--- src/rtl/lspg_pkg.sv ---
// shared types, constants and color functions of the led strip pattern generator
package lspg_pkg;

    localparam int DEF_PIXEL_LIMIT = 64;
    localparam int PIX_W           = 6;
    localparam int COLOR_W         = 8;
    localparam int CNT_W           = 7;
    localparam int SHIFT_W         = 3;
    localparam int FRAME_W         = 32;
    localparam int REM_W           = 11;
    localparam int DIV_CNT_W       = 4;
    localparam int DIV_STEPS       = 16;
    localparam int CFG_IDX_W       = 2;
    localparam int CFG_DATA_W      = 8;
    localparam int OUT_DATA_W      = 32;

    localparam logic [1:0] MODE_CALM = 2'd0;
    localparam logic [1:0] MODE_TEST = 2'd1;
    localparam logic [1:0] MODE_STAR = 2'd2;
    localparam logic [1:0] MODE_SCAN = 2'd3;

    localparam logic [CFG_IDX_W-1:0] REG_MODE        = 2'd0;
    localparam logic [CFG_IDX_W-1:0] REG_PIXEL_COUNT = 2'd1;
    localparam logic [CFG_IDX_W-1:0] REG_DIM_SHIFT   = 2'd2;

    localparam logic [SHIFT_W-1:0] RST_DIM_SHIFT = 3'd2;
    localparam logic [REM_W-1:0]   CALM_PERIOD   = 11'd1280;
    localparam logic [COLOR_W-1:0] TEST_LEVEL    = 8'd32;
    localparam logic [COLOR_W-1:0] FULL_LEVEL    = 8'd255;
    localparam logic [COLOR_W-1:0] TAIL1_LEVEL   = 8'd20;
    localparam logic [COLOR_W-1:0] TAIL2_LEVEL   = 8'd1;
    localparam logic [COLOR_W-1:0] WHEEL_SEG1    = 8'd85;
    localparam logic [COLOR_W-1:0] WHEEL_SEG2    = 8'd170;

    typedef struct packed {
        logic load;
        logic div_step;
        logic div_finish;
        logic emit;
    } lspg_cmd_t;

    typedef struct packed {
        logic div_last;
        logic pix_last;
        logic out_free;
    } lspg_status_t;

    typedef struct packed {
        logic [COLOR_W-1:0] red;
        logic [COLOR_W-1:0] green;
        logic [COLOR_W-1:0] blue;
    } lspg_rgb_t;

    function automatic logic [COLOR_W-1:0] times3(input logic [COLOR_W-1:0] v);
        times3 = COLOR_W'({v, 1'b0}) + v;
    endfunction

    function automatic lspg_rgb_t wheel_colour(input logic [COLOR_W-1:0] pos);
        lspg_rgb_t c;
        logic [COLOR_W-1:0] t;
        c = '0;
        if (pos < WHEEL_SEG1)
        begin
            t       = times3(pos);
            c.red   = t;
            c.green = FULL_LEVEL - t;
        end
        else if (pos < WHEEL_SEG2)
        begin
            t      = times3(pos - WHEEL_SEG1);
            c.red  = FULL_LEVEL - t;
            c.blue = t;
        end
        else
        begin
            t       = times3(pos - WHEEL_SEG2);
            c.green = t;
            c.blue  = FULL_LEVEL - t;
        end
        wheel_colour = c;
    endfunction

    // base-4 digit sum, since 4 is 1 mod 3
    function automatic logic [1:0] mod3_6(input logic [PIX_W-1:0] k);
        logic [3:0] s;
        logic [2:0] s2;
        s  = 4'(k[1:0]) + 4'(k[3:2]) + 4'(k[5:4]);
        s2 = 3'(s[3:2]) + 3'(s[1:0]);
        mod3_6 = (s2 >= 3'd3) ? 2'(s2 - 3'd3) : s2[1:0];
    endfunction

    // hue step per pixel, 256 / n kept mod 256
    function automatic logic [COLOR_W-1:0] calm_step(input logic [CNT_W-1:0] n);
        logic [COLOR_W-1:0] s;
        case (n)
            7'd1:  s = 8'd0;
            7'd2:  s = 8'd128;
            7'd3:  s = 8'd85;
            7'd4:  s = 8'd64;
            7'd5:  s = 8'd51;
            7'd6:  s = 8'd42;
            7'd7:  s = 8'd36;
            7'd8:  s = 8'd32;
            7'd9:  s = 8'd28;
            7'd10: s = 8'd25;
            7'd11: s = 8'd23;
            7'd12: s = 8'd21;
            7'd13: s = 8'd19;
            7'd14: s = 8'd18;
            7'd15: s = 8'd17;
            7'd16: s = 8'd16;
            7'd17: s = 8'd15;
            7'd18: s = 8'd14;
            7'd19: s = 8'd13;
            7'd20, 7'd21: s = 8'd12;
            7'd22, 7'd23: s = 8'd11;
            7'd24, 7'd25: s = 8'd10;
            7'd26, 7'd27, 7'd28: s = 8'd9;
            7'd29, 7'd30, 7'd31, 7'd32: s = 8'd8;
            7'd33, 7'd34, 7'd35, 7'd36: s = 8'd7;
            7'd37, 7'd38, 7'd39, 7'd40, 7'd41, 7'd42: s = 8'd6;
            7'd43, 7'd44, 7'd45, 7'd46, 7'd47, 7'd48, 7'd49, 7'd50, 7'd51: s = 8'd5;
            default: s = 8'd4;
        endcase
        calm_step = s;
    endfunction

endpackage

--- src/rtl/lspg_ctrl.sv ---
// frame sequencer of the led strip pattern generator
module lspg_ctrl
    import lspg_pkg::*;
(
    input  logic         clk,
    input  logic         rst_n,
    input  logic         s_axis_tvalid,
    output logic         s_axis_tready,
    input  lspg_status_t status,
    output lspg_cmd_t    cmd
);

    localparam logic [1:0] ST_IDLE   = 2'd0;
    localparam logic [1:0] ST_DIV    = 2'd1;
    localparam logic [1:0] ST_FINISH = 2'd2;
    localparam logic [1:0] ST_EMIT   = 2'd3;

    logic [1:0] state_reg;
    logic [1:0] state_next;

    always_ff @(posedge clk or negedge rst_n)
    begin
        if (!rst_n)
        begin
            state_reg <= ST_IDLE;
        end
        else
        begin
            state_reg <= state_next;
        end
    end

    always_comb
    begin
        state_next     = state_reg;
        cmd            = '0;
        s_axis_tready  = 1'b0;
        case (state_reg)
            ST_IDLE:
            begin
                s_axis_tready = 1'b1;
                if (s_axis_tvalid)
                begin
                    cmd.load   = 1'b1;
                    state_next = ST_DIV;
                end
            end
            ST_DIV:
            begin
                cmd.div_step = 1'b1;
                if (status.div_last)
                begin
                    state_next = ST_FINISH;
                end
            end
            ST_FINISH:
            begin
                cmd.div_finish = 1'b1;
                state_next     = ST_EMIT;
            end
            ST_EMIT:
            begin
                if (status.out_free)
                begin
                    cmd.emit = 1'b1;
                    if (status.pix_last)
                    begin
                        state_next = ST_IDLE;
                    end
                end
            end
            default:
            begin
                state_next = ST_IDLE;
            end
        endcase
    end

endmodule

--- src/rtl/lspg_datapath.sv ---
// config registers, frame counter, remainder unit and pixel pipeline
module lspg_datapath
    import lspg_pkg::*;
#(
    parameter int PIXEL_LIMIT = DEF_PIXEL_LIMIT
)
(
    input  logic                  clk,
    input  logic                  rst_n,
    input  logic                  cfg_valid,
    input  logic [CFG_IDX_W-1:0]  cfg_index,
    input  logic [CFG_DATA_W-1:0] cfg_data,
    input  logic [FRAME_W-1:0]    frame_bump,
    input  lspg_cmd_t             cmd,
    output lspg_status_t          status,
    input  logic                  m_axis_tready,
    output logic                  m_axis_tvalid,
    output logic [OUT_DATA_W-1:0] m_axis_tdata,
    output logic                  m_axis_tlast
);

    localparam logic [CNT_W-1:0] MAX_CNT = CNT_W'(PIXEL_LIMIT);

    logic [1:0]            mode_reg;
    logic [CNT_W-1:0]      pixel_count_reg;
    logic [SHIFT_W-1:0]    dim_shift_reg;
    logic [FRAME_W-1:0]    frame_counter_reg;
    logic [FRAME_W-1:0]    frame_next;
    logic [FRAME_W-1:0]    dividend_reg;
    logic [REM_W-1:0]      rem_reg;
    logic [DIV_CNT_W-1:0]  div_cnt_reg;
    logic [PIX_W-1:0]      pix_reg;
    logic [PIX_W-1:0]      k_reg;
    logic [PIX_W-1:0]      eye_reg;
    logic                  mirror_reg;
    logic [COLOR_W-1:0]    hue_reg;
    logic [COLOR_W-1:0]    step_reg;
    logic                  out_valid_reg;
    logic [OUT_DATA_W-1:0] out_data_reg;
    logic                  out_last_reg;

    logic [CNT_W-1:0]      n_eff;
    logic [CNT_W-1:0]      n_m1;
    logic [REM_W-1:0]      div_d;
    logic [REM_W:0]        r1a;
    logic [REM_W:0]        r1;
    logic [REM_W:0]        r2a;
    logic [REM_W:0]        r2;
    logic [CNT_W-1:0]      m_val;
    logic                  m_ge;
    logic [CNT_W-1:0]      m_red;
    logic [CNT_W-1:0]      q_val;
    logic [CNT_W-1:0]      eye_ext;
    logic [CNT_W-1:0]      eye_dist;
    logic [CNT_W-1:0]      pix_ext;
    logic [1:0]            phase;
    logic                  white;
    lspg_rgb_t             colour;
    logic [COLOR_W-1:0]    green_dim;
    logic [COLOR_W-1:0]    red_dim;
    logic [COLOR_W-1:0]    blue_dim;
    logic                  pix_last;

    // effective strip length
    always_comb
    begin
        if (pixel_count_reg == '0)
        begin
            n_eff = CNT_W'(1);
        end
        else if (pixel_count_reg > MAX_CNT)
        begin
            n_eff = MAX_CNT;
        end
        else
        begin
            n_eff = pixel_count_reg;
        end
    end

    assign n_m1       = n_eff - CNT_W'(1);
    assign frame_next = frame_counter_reg + FRAME_W'(1) + frame_bump;

    // remainder unit, two dividend bits per step
    assign div_d = (mode_reg == MODE_CALM) ? CALM_PERIOD : REM_W'({n_eff, 1'b0});
    assign r1a   = {rem_reg, dividend_reg[FRAME_W-1]};
    assign r1    = (r1a >= {1'b0, div_d}) ? (r1a - {1'b0, div_d}) : r1a;
    assign r2a   = {r1[REM_W-1:0], dividend_reg[FRAME_W-2]};
    assign r2    = (r2a >= {1'b0, div_d}) ? (r2a - {1'b0, div_d}) : r2a;

    // counter mod 2n folded to mod n
    assign m_val = rem_reg[CNT_W-1:0];
    assign m_ge  = (m_val >= n_eff);
    assign m_red = m_ge ? (m_val - n_eff) : m_val;

    // pixel color
    assign pix_ext  = {1'b0, pix_reg};
    assign eye_ext  = {1'b0, eye_reg};
    assign q_val    = mirror_reg ? (n_m1 - pix_ext) : pix_ext;
    assign eye_dist = (q_val >= eye_ext) ? (q_val - eye_ext) : (eye_ext - q_val);
    assign phase    = mod3_6(k_reg);
    assign white    = frame_counter_reg[0] ? (phase == 2'd2) : (phase == 2'd0);
    assign pix_last = (pix_ext == n_m1);

    always_comb
    begin
        colour = '0;
        case (mode_reg)
            MODE_CALM:
            begin
                colour = wheel_colour(hue_reg);
            end
            MODE_TEST:
            begin
                if (white)
                begin
                    colour.red   = TEST_LEVEL;
                    colour.green = TEST_LEVEL;
                    colour.blue  = TEST_LEVEL;
                end
            end
            MODE_STAR:
            begin
                if (pix_reg == eye_reg)
                begin
                    colour.red   = FULL_LEVEL;
                    colour.green = FULL_LEVEL;
                    colour.blue  = FULL_LEVEL;
                end
            end
            MODE_SCAN:
            begin
                if (eye_dist == CNT_W'(0))
                begin
                    colour.red = FULL_LEVEL;
                end
                else if (eye_dist == CNT_W'(1))
                begin
                    colour.red = TAIL1_LEVEL;
                end
                else if (eye_dist == CNT_W'(2))
                begin
                    colour.red = TAIL2_LEVEL;
                end
            end
            default:
            begin
                colour = '0;
            end
        endcase
    end

    assign green_dim = colour.green >> dim_shift_reg;
    assign red_dim   = colour.red >> dim_shift_reg;
    assign blue_dim  = colour.blue >> dim_shift_reg;

    // config and control registers
    always_ff @(posedge clk or negedge rst_n)
    begin
        if (!rst_n)
        begin
            mode_reg          <= MODE_CALM;
            pixel_count_reg   <= MAX_CNT;
            dim_shift_reg     <= RST_DIM_SHIFT;
            frame_counter_reg <= '0;
            div_cnt_reg       <= '0;
            out_valid_reg     <= 1'b0;
        end
        else
        begin
            if (cfg_valid)
            begin
                case (cfg_index)
                    REG_MODE:        mode_reg        <= cfg_data[1:0];
                    REG_PIXEL_COUNT: pixel_count_reg <= cfg_data[CNT_W-1:0];
                    REG_DIM_SHIFT:   dim_shift_reg   <= cfg_data[SHIFT_W-1:0];
                    default:         mode_reg        <= mode_reg;
                endcase
            end
            if (cmd.load)
            begin
                frame_counter_reg <= frame_next;
                div_cnt_reg       <= DIV_CNT_W'(DIV_STEPS - 1);
            end
            else if (cmd.div_step)
            begin
                div_cnt_reg <= div_cnt_reg - DIV_CNT_W'(1);
            end
            if (cmd.emit)
            begin
                out_valid_reg <= 1'b1;
            end
            else if (m_axis_tready)
            begin
                out_valid_reg <= 1'b0;
            end
        end
    end

    // datapath registers
    always_ff @(posedge clk)
    begin
        if (cmd.load)
        begin
            dividend_reg <= frame_next;
            rem_reg      <= '0;
        end
        else if (cmd.div_step)
        begin
            dividend_reg <= {dividend_reg[FRAME_W-3:0], 2'b00};
            rem_reg      <= r2[REM_W-1:0];
        end
        if (cmd.div_finish)
        begin
            pix_reg    <= '0;
            eye_reg    <= m_red[PIX_W-1:0];
            mirror_reg <= m_ge;
            k_reg      <= (m_red == '0) ? '0 : PIX_W'(n_eff - m_red);
            hue_reg    <= rem_reg[COLOR_W-1:0];
            step_reg   <= calm_step(n_eff);
        end
        else if (cmd.emit)
        begin
            pix_reg <= pix_reg + PIX_W'(1);
            hue_reg <= hue_reg + step_reg;
            k_reg   <= ({1'b0, k_reg} == n_m1) ? '0 : (k_reg + PIX_W'(1));
        end
        if (cmd.emit)
        begin
            out_data_reg <= {2'b00, blue_dim, red_dim, green_dim, pix_reg};
            out_last_reg <= pix_last;
        end
    end

    assign status.div_last = (div_cnt_reg == '0);
    assign status.pix_last = pix_last;
    assign status.out_free = !out_valid_reg || m_axis_tready;

    assign m_axis_tvalid = out_valid_reg;
    assign m_axis_tdata  = out_data_reg;
    assign m_axis_tlast  = out_last_reg;

endmodule

--- src/rtl/led_strip_pattern_generator_top.sv ---
// a taken frame request passes ST_DIV, then ST_FINISH, then ST_EMIT, the pixel output state,
// which registers one pixel per cycle onto m_axis while m_axis_tready allows (n pixels)
// the 16-step remainder unit (two counter bits a step) sets the per-frame overhead
// a new request is taken only once the previous frame's pixels are all issued
// reset is asynchronous active low: counter 0, mode calm, PIXEL_LIMIT (64) pixels, dim shift 2
module led_strip_pattern_generator_top
    import lspg_pkg::*;
#(
    parameter int PIXEL_LIMIT = DEF_PIXEL_LIMIT
)
(
    input  logic                  clk,
    input  logic                  rst_n,
    input  logic                  cfg_valid,
    output logic                  cfg_ready,
    input  logic [CFG_IDX_W-1:0]  cfg_index,
    input  logic [CFG_DATA_W-1:0] cfg_data,
    input  logic                  s_axis_tvalid,
    output logic                  s_axis_tready,
    input  logic [FRAME_W-1:0]    s_axis_tdata,   // frame bump
    output logic                  m_axis_tvalid,
    input  logic                  m_axis_tready,
    output logic [OUT_DATA_W-1:0] m_axis_tdata,   // pixel_index, green, red, blue, pad
    output logic                  m_axis_tlast    // last_pixel
);

    lspg_cmd_t    cmd;
    lspg_status_t status;

    assign cfg_ready = 1'b1;

    lspg_ctrl u_ctrl
    (
        .clk           (clk),
        .rst_n         (rst_n),
        .s_axis_tvalid (s_axis_tvalid),
        .s_axis_tready (s_axis_tready),
        .status        (status),
        .cmd           (cmd)
    );

    lspg_datapath #(
        .PIXEL_LIMIT (PIXEL_LIMIT)
    ) u_datapath
    (
        .clk           (clk),
        .rst_n         (rst_n),
        .cfg_valid     (cfg_valid),
        .cfg_index     (cfg_index),
        .cfg_data      (cfg_data),
        .frame_bump    (s_axis_tdata),
        .cmd           (cmd),
        .status        (status),
        .m_axis_tready (m_axis_tready),
        .m_axis_tvalid (m_axis_tvalid),
        .m_axis_tdata  (m_axis_tdata),
        .m_axis_tlast  (m_axis_tlast)
    );

endmodule
--- config.mk ---
export PLATFORM = sky130hd
export DESIGN_NAME = led_strip_pattern_generator_top
export DESIGN_NICKNAME = d
export VERILOG_FILES = /design/src/rtl/lspg_pkg.sv /design/src/rtl/lspg_ctrl.sv /design/src/rtl/lspg_datapath.sv /design/src/rtl/led_strip_pattern_generator_top.sv
export SDC_FILE = /design/constraint.sdc
export NUM_CORES = 1
export LEC_CHECK = 0
export BUFFER_PORTS_ARGS = -buffer_cell sky130_fd_sc_hd__buf_2
export CAP_MARGIN = 20
export CORE_MARGIN = 2
export CORE_UTILIZATION = 50
export DETAILED_ROUTE_END_ITERATION = 16
export GPL_TIMING_DRIVEN = 1
export PLACE_DENSITY_LB_ADDON = 0.2
export SLEW_MARGIN = 20
export SYNTH_ARGS = -nofsm -noshare
export SYNTH_HDL_FRONTEND = slang
export SYNTH_SLANG_ARGS = --single-unit
export TNS_END_PERCENT = 10
--- constraint.sdc ---
create_clock -name clk -period 6.7 [get_ports clk]
set_input_delay 1.005 -clock clk [delete_from_list [all_inputs] [get_ports clk]]
set_output_delay 1.005 -clock clk [all_outputs]
set_load 0.02 [all_outputs]
==> results.json <==
{
  "yosys.area.top_type": "edfxtp_1",
  "clock_latency_ps": 430,
  "cts_buffer_depth": 2,
  "syn2layout_area_growth_pct": 10.30,
  "hold_viol": 0,
  "synth.distinct_cells": 86,
  "start_util": 0.5105,
  "grt_pass1_vias": 10867,
  "worstSetupPathType": "register to register",
  "syn-cell-area_um2": 13340,
  "synthArstFlopShare": 0.3188,
  "finalMaxSlewViolations": 0,
  "cts-root-buf": "clkbuf_16",
  "drt-wirelength-per-cell_um": 16.61,
  "grt_pass1_wl_um": 52500,
  "worst_pin_slew_ps": 922.1,
  "outcome": "finished, violations left",
  "syn_area_per_cell_um2": 8.930,
  "grt_setup_unrepaired": "no",
  "grt_max_degree": 60,
  "first_iter_violations": 745,
  "finalWirelength_um": 31750,
  "placed_cells": 1878,
  "setup_viol": 0,
  "timing.setup.tns_ps": 0,
  "cpMaxStageDelayCell": "and3b_1",
  "gp_congestion": 0.8946,
  "critPathCaptureType": "register",
  "final_nets": 1760,
  "grt_util_met1": 0.2882,
  "syn_inst": 1494,
  "fin_skew_ps": 19.25,
  "ys_ff_latch": 160,
  "ys_seq_area_frac": 0.3284,
  "fillers": 2429,
  "whs_endpoint": "u_datapath.frame_counter_reg[20]$_DFFE_PN0P_",
  "cts_sinks": 160,
  "arrival_ps": 6400,
  "groute.layer.met3.usage": 0.02647,
  "drtPass1Iterations": 13,
  "hp-start": "u_datapath.frame_counter_reg[20]$_DFFE_PN0P_",
  "design_area_um2": 14720,
  "diodes": 0,
  "regArea_um2": 4382,
  "antenna_left": 0,
  "antenna_found_initial": 0,
  "htreeDepth": 4,
  "vias": 10955,
  "fp.coreArea_um2": 26130,
  "synth-edff-count": 92,
  "hold_depth": 1,
  "fin_crit_ps": 6223,
  "cts.reportedPaths.clkPinSlew_ps": 70,
  "max_clock_freq_mhz": 160.7,
  "dieArea_um2": 28010,
  "cp_top_family": "simple AND/OR/NAND/NOR gates",
  "r2r_cells": 25,
  "slew_headroom": 0.3853,
  "synth_top_area_frac": 0.2071,
  "netlist_top_cells_area": "edfxtp_1 (21%), ha_1 (13%), dfrtp_1 (9.2%)",
  "multi_input_area_um2": 8374,
  "drc": 3,
  "die-width_um": 167.4,
  "critPathBufInv": 2,
  "dpl_cell_area_um2": 14110,
  "cts_buffers": 17,
  "final_util": 0.5631,
  "vias_per_cell": 5.733,
  "cp_common_cell": "ha_1",
  "violations": "design-rule violations",
  "overflow": 0,
  "worstPathRequired_ps": 6880,
  "rrSetupSlack_ps": 480,
  "grt_util_met2": 0.4122,
  "ioPinCount": 83,
  "final_cells": 1911,
  "finalCritPeriodShare": 0.9287,
  "fp.dieH_um": 167.4,
  "max_stage_delay_ps": 430,
  "reg2reg_to": "u_datapath.m_axis_tdata[14]$_DFFE_PP_",
  "hold_class": "register to register",
  "ctsHoldBuffers": 0,
  "cts_tree": "done",
  "rr_startpoint": "u_datapath.pixel_count_reg[3]$_DFFE_PN0P_",
  "port_buffers": 78,
  "dpl.hpwl_um": 24060,
  "ys.flop_type": "edfxtp_1",
  "busiest_layer": "met2",
  "yosysWarnings": 0,
  "core.rowCount": 59,
  "layout-drive-gt1-share": 0.1212,
  "max_cap_viol_count": 0,
  "cp_max_fo": 9,
  "grt_use_total": 0.2283,
  "worst_setup_path_start_kind": "register"
}
routing by layer:
metal	routed length, µm	vias to the layer above
met5	0	-
met4	575	0
met3	1065	37
met2	15780	255
met1	14330	5185
li1	-	5478
Yosys cell counts, drive strengths merged (10+ instances only):
| cell type | number |
|---|---|
| inv | 94 |
| nor3 | 19 |
| buf | 10 |
| and3 | 12 |
| edfxtp | 92 |
| a31oi | 10 |
| o21bai | 14 |
| xnor2 | 72 |
| xor2 | 36 |
| nand2 | 174 |
| o22ai | 10 |
| dfrtp | 49 |
| nor2b | 19 |
| mux2 | 30 |
| clkbuf | 46 |
| nand4 | 12 |
| ha | 136 |
| a21o | 61 |
| o21ai | 102 |
| a21oi | 101 |
| dfxtp | 17 |
| nand2b | 19 |
| o21a | 20 |
| nand3 | 21 |
| nor2 | 119 |
| fa | 14 |
| a211oi | 19 |
| mux2i | 27 |
cell type report:
type | count | share of cell area
clock inverters | 14 | 0.01020
inverters | 98 | 0.02500
flip-flops and latches | 160 | 0.2978
clock buffers | 18 | 0.02916
repair buffers | 105 | 0.04030
multi-input cells | 1181 | 0.5691
well taps | 335 | 0.02848
how the worst max path moves through the flow:
stage                                                    from                               endpoint  slack, ps  cells past startpoint
floorplan           u_datapath.pixel_count_reg[3]$_DFFE_PN0P_     u_datapath.rem_reg[2]$_SDFFE_PP0P_        570                     29
global placement    u_datapath.pixel_count_reg[3]$_DFFE_PN0P_     u_datapath.rem_reg[4]$_SDFFE_PP0P_        540                     27
detailed placement  u_datapath.pixel_count_reg[3]$_DFFE_PN0P_     u_datapath.rem_reg[4]$_SDFFE_PP0P_        330                     27
CTS                 u_datapath.pixel_count_reg[3]$_DFFE_PN0P_     u_datapath.rem_reg[8]$_SDFFE_PP0P_        240                     27
global route        u_datapath.pixel_count_reg[3]$_DFFE_PN0P_     u_datapath.rem_reg[8]$_SDFFE_PP0P_         20                     27
finish              u_datapath.pixel_count_reg[3]$_DFFE_PN0P_  u_datapath.m_axis_tdata[14]$_DFFE_PP_        480                     25
kinds of logic (layout without fill, tap and decap cells):
logic type | after synthesis | count (layout) | synth area share
xor+xnor | 109 | 109 | 0.07259
simple gates | 448 | 448 | 0.1577
other cells | 2 | 3 | 0.0005629
mux | 57 | 57 | 0.04652
flops | 160 | 160 | 0.3284
buf+inv | 154 | 235 | 0.04567
compound gates | 414 | 414 | 0.1999
fa+ha+maj | 150 | 150 | 0.1486
cells in the final DEF (no fill, tap or decap), drive strengths merged, types with 10 or more instances in the layout:
cell type    n
a21o        61
edfxtp      92
clkinv      10
nor2b       19
xnor2       72
a211oi      19
dfrtp       49
mux2        30
o21bai      14
nor3        19
clkbuf      18
a21oi      101
a31oi       10
nand4       12
o21ai      102
nor2       119
xor2        36
and3        12
mux2i       27
dfxtp       17
buf        105
fa          14
ha         136
nand2b      19
o22ai       10
inv        100
o21a        20
nand2      174
nand3       21
timing repair:
| item | 4_1_cts | 5_1_grt |
|---|---|---|
| endpoints found under the setup margin | 0 | 14 |
| endpoints found under the hold margin | 0 | 0 |
| gates resized for setup | 0 | 4 |
| buffers inserted | 0 | 1 |
through the flow:
stage | hold WS, ps | worst slack [ps]
2_1_floorplan | 441.5 | 567.4
3_3_place_gp | 461.5 | 540.9
3_5_place_dp | 473.3 | 327.9
4_1_cts | 487.4 | 241.3
5_1_grt | 506.7 | 21.12
6_report | 486.6 | 477.5
Power is not shown: default switching activity piles up to over one toggle a cycle in this logic, so the estimate is an artifact.
